## src/sv/tlik_pkg.sv

```systemverilog
// Shared constants, types and functions for the two-link arm inverse kinematics block.
package tlik_pkg;

    localparam int CORDIC_STAGES = 16;
    localparam int MAX_STAGES    = 24;
    localparam int ROT_STAGES    = (CORDIC_STAGES > MAX_STAGES) ? MAX_STAGES : CORDIC_STAGES;
    localparam int DIV_STEPS     = 29;
    localparam int SQRT_STEPS    = 29;
    localparam int NORM_HALF     = 5;
    localparam int NORM_STEPS    = 2 * NORM_HALF;
    localparam int VEC_LAT       = NORM_STEPS + ROT_STAGES;
    localparam int PIPE_LAT      = DIV_STEPS + SQRT_STEPS + VEC_LAT + 10;

    localparam int MAG_W = 46;
    localparam int ROT_W = 34;
    localparam int ANG_W = 33;

    localparam logic signed [ANG_W-1:0] HALF_PI_Q30 = 33'sd1686629713;
    localparam logic signed [33:0]      PI_Q30      = 34'sd3373259426;
    localparam logic [14:0]             PI_CODE     = 15'd25736;

    typedef enum logic {
        REG_A1 = 1'b0,
        REG_A2 = 1'b1
    } t_reg_idx;

    typedef struct packed {
        logic               valid;
        logic               oor;
        logic               neg;
        logic signed [17:0] x;
        logic signed [17:0] y;
        logic [15:0]        a1;
        logic [15:0]        a2;
        logic signed [29:0] c;
    } t_side;

    function automatic logic [29:0] atan_entry(input logic [4:0] idx);
        logic [29:0] v;
        case (idx)
            5'd0:    v = 30'd843314857;
            5'd1:    v = 30'd497837829;
            5'd2:    v = 30'd263043837;
            5'd3:    v = 30'd133525159;
            5'd4:    v = 30'd67021687;
            5'd5:    v = 30'd33543516;
            5'd6:    v = 30'd16775851;
            5'd7:    v = 30'd8388437;
            5'd8:    v = 30'd4194283;
            5'd9:    v = 30'd2097149;
            5'd10:   v = 30'd1048576;
            5'd11:   v = 30'd524288;
            5'd12:   v = 30'd262144;
            5'd13:   v = 30'd131072;
            5'd14:   v = 30'd65536;
            5'd15:   v = 30'd32768;
            5'd16:   v = 30'd16384;
            5'd17:   v = 30'd8192;
            5'd18:   v = 30'd4096;
            5'd19:   v = 30'd2048;
            5'd20:   v = 30'd1024;
            5'd21:   v = 30'd512;
            5'd22:   v = 30'd256;
            5'd23:   v = 30'd128;
            default: v = 30'd0;
        endcase
        return v;
    endfunction

    function automatic logic [14:0] to_code(input logic signed [33:0] z);
        logic [33:0] t;
        logic [16:0] c;
        logic [14:0] r;
        t = unsigned'(z) + 34'd65536;
        c = t[33:17];
        if (z < 0) begin
            r = '0;
        end else if (c > 17'(PI_CODE)) begin
            r = PI_CODE;
        end else begin
            r = c[14:0];
        end
        return r;
    endfunction

endpackage

```

## src/sv/tlik_div_cell.sv

```systemverilog
// One restoring division step: one quotient bit per cell.
module tlik_div_cell (
    input  logic            i_clk,
    input  logic            i_rst_n,
    input  tlik_pkg::t_side i_side,
    input  logic [33:0]     i_rem,
    input  logic [32:0]     i_den,
    input  logic [28:0]     i_quo,
    output tlik_pkg::t_side o_side,
    output logic [33:0]     o_rem,
    output logic [32:0]     o_den,
    output logic [28:0]     o_quo
);
    import tlik_pkg::*;

    t_side       r_side;
    logic [33:0] r_rem;
    logic [32:0] r_den;
    logic [28:0] r_quo;
    logic        w_ge;
    logic [33:0] w_diff;
    logic [32:0] w_keep;

    assign w_ge   = i_rem >= {1'b0, i_den};
    assign w_diff = i_rem - {1'b0, i_den};
    assign w_keep = w_ge ? w_diff[32:0] : i_rem[32:0];

    always_ff @(posedge i_clk) begin
        if (!i_rst_n) begin
            r_side <= '0;
        end else begin
            r_side <= i_side;
        end
    end

    always_ff @(posedge i_clk) begin
        r_rem <= {w_keep, 1'b0};
        r_den <= i_den;
        r_quo <= {i_quo[27:0], w_ge};
    end

    assign o_side = r_side;
    assign o_rem  = r_rem;
    assign o_den  = r_den;
    assign o_quo  = r_quo;

endmodule

```

## config.mk

```make
export PLATFORM = sky130hd
export DESIGN_NAME = tlik_div_cell
export DESIGN_NICKNAME = d
export VERILOG_FILES = /design/src/sv/tlik_pkg.sv /design/src/sv/tlik_div_cell.sv
export SDC_FILE = /design/constraint.sdc
export NUM_CORES = 1
export LEC_CHECK = 0
export BUFFER_PORTS_ARGS = -buffer_cell sky130_fd_sc_hd__clkbuf_2
export CAP_MARGIN = 20
export CORE_AREA = 10 10 147 149
export CTS_CLUSTER_SIZE = 24
export DETAILED_ROUTE_END_ITERATION = 8
export DIE_AREA = 0 0 157 159
export PLACE_DENSITY_LB_ADDON = 0.3
export REMOVE_ABC_BUFFERS = 1
export SETUP_SLACK_MARGIN = 0.1
export SKIP_LAST_GASP = 1
export SLEW_MARGIN = 15
export SYNTH_ARGS = -nofsm -noshare
export SYNTH_HDL_FRONTEND = slang
export SYNTH_SLANG_ARGS = --single-unit
```

## constraint.sdc

```tcl
create_clock -name i_clk -period 3.6 [get_ports i_clk]
set_clock_uncertainty 0.2 [all_clocks]
set_input_delay 0.18 -clock i_clk [delete_from_list [all_inputs] [get_ports i_clk]]
set_output_delay 0.18 -clock i_clk [all_outputs]
set_load 0.005 [all_outputs]
```

==> results.md <==
* Post-synth top cells: 196 x dfxtp_1, 103 x and2_1, 43 x inv_1
* Clk sinks at 196
* Largest net degree at the start of global routing at 70
* Worst hold slack at 0.0492 ns
* Drt initial violations at 270
* Post-synth EDFFs at 0
* Maximum vdd drop at 0.335 mV
* RSZ-0062 raised after global routing: true
* Outcome: finished clean
* CP Class: input port to flop
* Non-Filler Instances at between 1,000 and 1,500
* Site Rows at 50
* Die Ht at about 160 µm
* Final Critical Period at 3.37 ns
* Number of vias per cell at 4.66
* Setup crit start kind: input port
* Cell accounting for the most synthesized area: dfxtp_1
* DRT Pass-1 Iters at 4
* Clock share of power at 0.348
* I/O pins at 396
* Worst Path Arrival at 3.49 ns
* Fin worst setup slack at between 0.2 and 0.25 ns
* Kind of end point of the critical path: flop
* Power share of the combinational group at 0.211
* H-tree lvl count at 4
* GR Overflow Total at 0
* Routed wire length at 29,600 µm
* Synth top area share at 0.548
* Power, Total at roughly 5.5 mW
* Vias at a little under 7,000
* Worst Hold Class: input port to flop
* Fmax at between 200 and 300 MHz
* ANT nets after route at 0
* Pre-CTS setup slack at 0.269 ns
* Die X-Extent at about 160 µm
* Critical Path Fanout Max at 12
* CTS Buf Count at 17
* Area growth syn-to-layout at 66.0%
* CTS tree: done
* RePlAce Congestion at around 0.84
* Post-synth top flop: dfxtp_1
* Initial antenna violation count at 3
* Port bufs at roughly 390
* DIE AREA at 25,000 µm²
* Register area share after synthesis at 0.548
* CTS root buf: clkbuf_16
* Syn Area/Cell at 11.0 µm²
* Residual DRC at 0
* Lkg Pwr at 5.92 nW
* Post-DP HPWL at 21,100 µm
* Slew HR at 0.623
* Synthesized area at 7150 µm²
* Critical Path RT at approximately 3.7 ns
* Sequential power share at 0.441
* NetSw at 1.53 mW
* #FFs+latches synth at 196
* Hold Vio Cnt, Final at 0
* Post-Place Cells at 1,259
* Longest Clk Path Bufs at 2
* First-pass GRT wire length at 44,800 µm
* Clock transition at path regs at 0.08 ns
* Final Max Slew Viols at 0
* Slew @ Worst Pin at 0.559 ns
* GRT Total Usage at 0.231
* Asr flop ratio synth at 0
* Pwr dens at around 460 nW/µm²
* Vias in the first global route at roughly 7,400
* Final period util at 0.937
* Largest cells by area after synthesis: dfxtp_1 55%, and2_1 9.0%, ha_1 5.8%, mux2_4 5.5%, xnor2_1 2.3%
* WL/cell at 19.9 µm
* Switching part of the total at 0.280
* Starting Density at 0.385
* Share of cells above drive strength 1 at 0.381
* P_int at 3.93 mW
* Final setup violation count at 0
* Yosys warns at 0
* Cell variety after synth at 65
* Core ar. at 18,600 µm²
* Cells after synthesis at about 650
* Max-cap violations at 0
* Most frequent cell after synthesis: dfxtp_1
* Final net count at approximately 1,500
-- worst max-delay path: stages --
cell,delay [ns]
dlygate4sd3_1,0.54
clkbuf_2,0.12
inv_1,0.05
ha_1,0.16
inv_1,0.05
fa_1,0.42
a21oi_2,0.20
o211ai_1,0.13
o2111ai_1,0.17
a21bo_1,0.19
nand3_2,0.11
a2111oi_4,0.40
or2_2,0.21
buf_6,0.20
mux2_2,0.35
-- area by class of cell --
cell class,instances,area [µm²]
clock buffer,17,425
timing repair buffer,594,3970
tap,234,293
sequential,196,3920
inverter,43,161
multi-input combinational,388,2910
clock inverter,14,180
antenna,3,7.51
fill,1413,6710
-- metal layers --
layer,wire [µm],vias up,GRT usage
met5,12,-,0
met4,1840,2,0.146
met3,2370,81,0.0737
met2,14900,315,0.400
met1,10500,3199,0.234
li1,-,3343,-
-- through the flow --
step	setup TNS, ns	utilization	cell area [µm²]
final	0	0.639	11900
after global routing	0	0.639	11900
after CTS	0	0.638	11900
after detailed placement	0	0.500	9290
after global placement	0	0.500	9290
after floorplan	-2.92	-	6990
-- repair_timing --
| action | 4_1_cts | 5_1_grt |
|---|---|---|
| endpoints found under the hold margin | 195 | 0 |
| hold buffers | 196 | 0 |
| setup buffers | 0 | 0 |
| setup endpoints to repair | 0 | 32 |
| resized for setup | 0 | 4 |
-- cell families (layout without fill, tap and decap cells) --
logic type | Yosys count | after routing | share of synthesized area
buf+inv | 67 | 668 | 0.0458
compound gates | 103 | 103 | 0.0953
simple gates | 191 | 191 | 0.153
xor+xnor | 28 | 28 | 0.0343
flops | 196 | 196 | 0.548
mux | 31 | 31 | 0.0623
fa+ha+maj | 34 | 34 | 0.0605
other cells | 1 | 4 | 0.000524
-- final timing paths --
path,from,end,slack (ns),depth (start not counted)
worst max-delay path,i_rem[0],o_rem[3],0.23,15
worst min-delay path,i_rem[33],o_rem[30],0.05,4
-- cell usage in the layout (no fill, tap or decap), types with 2 or more instances in the layout --
cell	netlist	layout
clkbuf_2	1	393
dlygate4sd3_1	0	196
dfxtp_1	196	196
and2_1	103	103
inv_1	43	43
ha_1	33	33
a21oi_1	32	30
nand2_1	29	29
mux2_4	26	26
o21ai_0	22	22
xnor2_1	19	19
clkbuf_16	0	17
nor2_1	14	14
nand3_1	9	9
xor2_1	9	9
a21o_1	8	8
and3_1	7	7
nand4_1	6	6
clkinv_8	0	5
o21a_1	4	4
a21oi_2	2	4
o21bai_1	4	4
nor2b_1	4	4
a31oi_1	4	4
o31ai_1	4	4
mux2_2	4	4
inv_6	0	4
diode_2	0	3
o2111ai_1	3	3
nor3_1	3	3
or2_2	2	3
buf_4	1	3
o211ai_1	2	2
a31o_2	2	2
inv_8	0	2
inv_12	0	2
buf_6	2	2
-- registers in the layout, indices dropped and copies added (netlist names) --
signal / count
o_side: 101
o_quo: 29
o_den: 33
o_rem: 33
-- power groups by stage --
stage               Clock, mW  Combinational, mW  Sequential [mW]
floorplan                   0              0.474             2.47
detailed placement          0              0.954             2.45
finish                   1.90               1.15             2.40
global route             2.03               1.25             2.42
CTS                      1.96               1.14             2.40
global placement            0              0.944             2.44
Note: power is estimated with default switching activity, not from simulation.
