`src/sv/tlik_pkg.sv`:
```
// Shared constants, types and functions for the two-link arm inverse kinematics block.
package tlik_pkg;

    localparam int CORDIC_STAGES = 16;
    localparam int MAX_STAGES    = 24;
    localparam int ROT_STAGES    = (CORDIC_STAGES > MAX_STAGES) ? MAX_STAGES : CORDIC_STAGES;
    localparam int DIV_STEPS     = 29;
    localparam int SQRT_STEPS    = 29;
    localparam int NORM_HALF     = 5;
    localparam int NORM_STEPS    = 2 * NORM_HALF;
    localparam int VEC_LAT       = NORM_STEPS + ROT_STAGES;
    localparam int PIPE_LAT      = DIV_STEPS + SQRT_STEPS + VEC_LAT + 10;

    localparam int MAG_W = 46;
    localparam int ROT_W = 34;
    localparam int ANG_W = 33;

    localparam logic signed [ANG_W-1:0] HALF_PI_Q30 = 33'sd1686629713;
    localparam logic signed [33:0]      PI_Q30      = 34'sd3373259426;
    localparam logic [14:0]             PI_CODE     = 15'd25736;

    typedef enum logic {
        REG_A1 = 1'b0,
        REG_A2 = 1'b1
    } t_reg_idx;

    typedef struct packed {
        logic               valid;
        logic               oor;
        logic               neg;
        logic signed [17:0] x;
        logic signed [17:0] y;
        logic [15:0]        a1;
        logic [15:0]        a2;
        logic signed [29:0] c;
    } t_side;

    function automatic logic [29:0] atan_entry(input logic [4:0] idx);
        logic [29:0] v;
        case (idx)
            5'd0:    v = 30'd843314857;
            5'd1:    v = 30'd497837829;
            5'd2:    v = 30'd263043837;
            5'd3:    v = 30'd133525159;
            5'd4:    v = 30'd67021687;
            5'd5:    v = 30'd33543516;
            5'd6:    v = 30'd16775851;
            5'd7:    v = 30'd8388437;
            5'd8:    v = 30'd4194283;
            5'd9:    v = 30'd2097149;
            5'd10:   v = 30'd1048576;
            5'd11:   v = 30'd524288;
            5'd12:   v = 30'd262144;
            5'd13:   v = 30'd131072;
            5'd14:   v = 30'd65536;
            5'd15:   v = 30'd32768;
            5'd16:   v = 30'd16384;
            5'd17:   v = 30'd8192;
            5'd18:   v = 30'd4096;
            5'd19:   v = 30'd2048;
            5'd20:   v = 30'd1024;
            5'd21:   v = 30'd512;
            5'd22:   v = 30'd256;
            5'd23:   v = 30'd128;
            default: v = 30'd0;
        endcase
        return v;
    endfunction

    function automatic logic [14:0] to_code(input logic signed [33:0] z);
        logic [33:0] t;
        logic [16:0] c;
        logic [14:0] r;
        t = unsigned'(z) + 34'd65536;
        c = t[33:17];
        if (z < 0) begin
            r = '0;
        end else if (c > 17'(PI_CODE)) begin
            r = PI_CODE;
        end else begin
            r = c[14:0];
        end
        return r;
    endfunction

endpackage

```
`src/sv/tlik_sqrt_cell.sv`:
```
// One integer square root step: two radicand bits in, one root bit out.
module tlik_sqrt_cell (
    input  logic            i_clk,
    input  logic            i_rst_n,
    input  tlik_pkg::t_side i_side,
    input  logic [57:0]     i_v,
    input  logic [31:0]     i_rem,
    input  logic [28:0]     i_root,
    output tlik_pkg::t_side o_side,
    output logic [57:0]     o_v,
    output logic [31:0]     o_rem,
    output logic [28:0]     o_root
);
    import tlik_pkg::*;

    t_side       r_side;
    logic [57:0] r_v;
    logic [31:0] r_rem;
    logic [28:0] r_root;
    logic [31:0] w_rt;
    logic [31:0] w_trial;
    logic        w_ge;

    assign w_rt    = {i_rem[29:0], i_v[57:56]};
    assign w_trial = {1'b0, i_root, 2'b01};
    assign w_ge    = w_rt >= w_trial;

    always_ff @(posedge i_clk) begin
        if (!i_rst_n) begin
            r_side <= '0;
        end else begin
            r_side <= i_side;
        end
    end

    always_ff @(posedge i_clk) begin
        r_v    <= {i_v[55:0], 2'b00};
        r_rem  <= w_ge ? (w_rt - w_trial) : w_rt;
        r_root <= {i_root[27:0], w_ge};
    end

    assign o_side = r_side;
    assign o_v    = r_v;
    assign o_rem  = r_rem;
    assign o_root = r_root;

endmodule

```
`config.mk`:
```
export PLATFORM = sky130hd
export DESIGN_NAME = tlik_sqrt_cell
export DESIGN_NICKNAME = d
export VERILOG_FILES = /design/src/sv/tlik_pkg.sv /design/src/sv/tlik_sqrt_cell.sv
export SDC_FILE = /design/constraint.sdc
export NUM_CORES = 1
export LEC_CHECK = 0
export ABC_CLOCK_PERIOD_IN_PS = 3400
export BUFFER_PORTS_ARGS = -buffer_cell sky130_fd_sc_hd__buf_2
export CAP_MARGIN = 20
export CORE_AREA = 5 5 171 173
export CTS_CLUSTER_DIAMETER = 40
export CTS_CLUSTER_SIZE = 16
export DETAILED_ROUTE_END_ITERATION = 10
export DIE_AREA = 0 0 176 178
export PLACE_DENSITY_LB_ADDON = 0.05
export SYNTH_ARGS = -nofsm -noshare
export SYNTH_HDL_FRONTEND = slang
export SYNTH_SLANG_ARGS = --single-unit
```
`constraint.sdc`:
```
create_clock -name i_clk -period 3.4 [get_ports i_clk]
set_input_delay 1.02 -clock i_clk [delete_from_list [all_inputs] [get_ports i_clk]]
set_output_delay 1.02 -clock i_clk [all_outputs]
set_load 0.02 [all_outputs]
```
==> results.sh <==
export IMPL_cts_sinks=218
export IMPL_synth_area_leaders="dfxtp_1, and2_1, ha_1, a21oi_1, nand2_1"
export IMPL_numPortBuffers=437
export IMPL_place_gp_congestion=0.769
export IMPL_crit_arrival_ns=3.27
export IMPL_outcome="complete, no violations"
export IMPL_period_share_pct=85.1
export IMPL_seq_area_mm2=0.00436
export IMPL_die_height_um=178
export IMPL_grt_ovfl_total=0
export IMPL_holdWs_ns=0.606
export IMPL_drive_gt1_share_pct=45.8
export IMPL_ys_ff_latch=218
export IMPL_synth_xor_area_share_pct=2.90
export IMPL_cts_setup_buffers=0
export IMPL_netlist_instances=684
export IMPL_synth_top_family_by_area="simple AND/OR/NAND/NOR gates"
export IMPL_syn_area_mm2=0.00725
export IMPL_vdd_drop_max_v=0.000352
export IMPL_drc=0
export IMPL_netSwitchingFraction_pct=27.1
export IMPL_post_drt_wl_per_cell_um=17.4
export IMPL_ys_async_sr_fraction_pct=0
export IMPL_critPathCaptureType="flop"
export IMPL_finalSetupViolCount=0
export IMPL_areaGrowthSynthToFinish_pct=56.1
export IMPL_maxCapViolCount=0
export IMPL_ys_types=58
export IMPL_dpl_cell_area_mm2=0.0101
export IMPL_grt_max_degree=102
export IMPL_p_sw_w=0.00206
export IMPL_synth_edf_count=0
export IMPL_fin_util_pct=41.2
export IMPL_multi_input_area_mm2=0.00263
export IMPL_rsz0062_at_grt="false"
export IMPL_vias=6397
export IMPL_ios=442
export IMPL_min_period_ns=2.89
export IMPL_fillCellCount=2854
export IMPL_yosys_area_top_type="dfxtp_1"
export IMPL_grt_pass1_vias=6443
export IMPL_min_delay_path_depth=1
export IMPL_grt_antenna_before_repair=8
export IMPL_yosys_warnings=0
export IMPL_synthFlopType="dfxtp_1"
export IMPL_synth_compound_area_share_pct=11.3
export IMPL_p_per_area_mw_per_mm2=672
export IMPL_clk_path_buf_depth=3
export IMPL_worstSetupPathType="input port to flop"
export IMPL_drt_initial_drc_count=229
export IMPL_dieArea_mm2=0.0313
export IMPL_cts_buffers=38
export IMPL_finalHoldViolCount=0
export IMPL_syn_area_per_cell_um2=10.6
export IMPL_post_cts_resized=0
export IMPL_yosysMostFrequentCell="dfxtp_1"
export IMPL_grtUsageTotal_pct=16.3
export IMPL_max_slew_margin_pct=45.1
export IMPL_via_per_inst=4.13
export IMPL_ys_seq_area_share_pct=60.2
export IMPL_power_internal_w=0.00554
export IMPL_fmaxAchievable_mhz=345
export IMPL_drt_wl_total_um=26900
export IMPL_power_frac_comb_pct=15.6
export IMPL_cp_max_fo=2
export IMPL_fin_setup_tns_ns=0
export IMPL_clkTransAtPathRegs_ns=0.06
export IMPL_cts_tree="built"
export IMPL_core_area_mm2=0.0275
export IMPL_fin_ws_ns=0.505
export IMPL_htree_levels=2
export IMPL_post_dp_hpwl_um=22000
export IMPL_rows=61
export IMPL_final_antenna_net_count=0
export IMPL_grt_pass1_wl_um=39000
export IMPL_synth_top_area_share_pct=60.2
export IMPL_crit_path_start_kind="input port"
export IMPL_fin_area_mm2=0.0113
export IMPL_cts_hold_repair_buffers=0
export IMPL_drtPass1Iterations=4
export IMPL_clockPowerShare_pct=47.6
export IMPL_die_width_um=176
export IMPL_synthAdderAreaFrac_pct=5.35
export IMPL_p_leak_nw=5.73
export IMPL_synth_area_mux_share_pct=0
export IMPL_synth_simple_gate_area_share_pct=16.6
export IMPL_synthTopCellsByCount="dfxtp_1, and2_1, a21oi_1"
export IMPL_seqPwrFrac_pct=36.8
export IMPL_worst_pin_slew_ns=0.824
export IMPL_start_util_pct=26.4
export IMPL_cts_root_buffer="clkbuf_16"
export IMPL_dp_worst_setup_slack_ns=-0.0348
export IMPL_num_nets_final=1426
export IMPL_finalMaxSlewViolations=0
export IMPL_hold_class="input port to flop"
export IMPL_critPathRequiredTime_ns=3.77
[registers in the layout, summed over array words and instances (netlist names)]
name and count:
o_side 101, o_v 56, o_rem 32, o_root 29
[power groups by stage]
stage,Clock (W),Sequential (W),Combinational (W)
after detailed placement,0,0.00285,0.00121
after CTS,0.00374,0.00280,0.00122
after global placement,0,0.00285,0.00121
after global routing,0.00387,0.00282,0.00131
after floorplan,0,0.00311,0.000406
final,0.00362,0.00280,0.00119
[cell type report]
class | count | share of cell area [%]
clock inverter | 20 | 1.71
timing repair buffer | 474 | 22.0
clock buffer | 48 | 9.37
sequential | 218 | 38.6
multi-input combinational | 404 | 23.2
inverter | 37 | 1.23
antenna | 3 | 0.0663
tap | 346 | 3.83
[layout by cell type (no fill, tap or decap), types with 8 or more instances in the layout]
cell type	n
xor2_1	10
and2_1	102
a21o_1	8
nand2_1	42
ha_1	31
buf_4	35
xnor2_1	14
inv_1	36
dfxtp_1	218
o21ai_0	23
nor2_1	33
buf_2	437
clkbuf_16	39
a21oi_1	46
[final timing paths]
| check | endpoint | slack (ns) | from |
|---|---|---|---|
| worst max-delay path | o_rem[29] | 0.51 | i_root[12] |
| worst min-delay path | o_v[10] | 0.61 | i_v[8] |
[critical path, cell delays in order]
cell and delay, ns:
buf_2 0.10, inv_1 0.04, ha_1 0.28, a21o_1 0.20
a31o_2 0.24, a221o_1 0.36, nor3b_1 0.19, a21oi_1 0.13
a211oi_1 0.33, buf_4 0.17, nor4b_1 0.04, nand3b_1 0.15
[through the flow]
stage	total power, W	cells
after floorplan	0.00352	685
after global placement	0.00406	1479
after detailed placement	0.00406	1479
after CTS	0.00776	1547
after global routing	0.00799	1549
final	0.00761	1550
[logic make-up (layout without fill, tap and decap cells)]
group | Yosys count | after routing
AO/OA/AOI/OAI | 125 | 125
flip-flops | 218 | 218
AND/OR/NAND/NOR | 222 | 222
other | 1 | 5
XOR/XNOR | 24 | 24
adder cells (fa/ha/maj) | 31 | 31
buffers and inverters | 63 | 579
[per-layer routing]
metal	share of wire (%)	GRT usage (%)	routed length [µm]
met1	36	17.4	9750
met2	52	29.2	13900
met3	9.8	7.04	2640
met4	2.1	4.87	578
met5	0.25	0	68
Power figures use the tool's default switching activity.
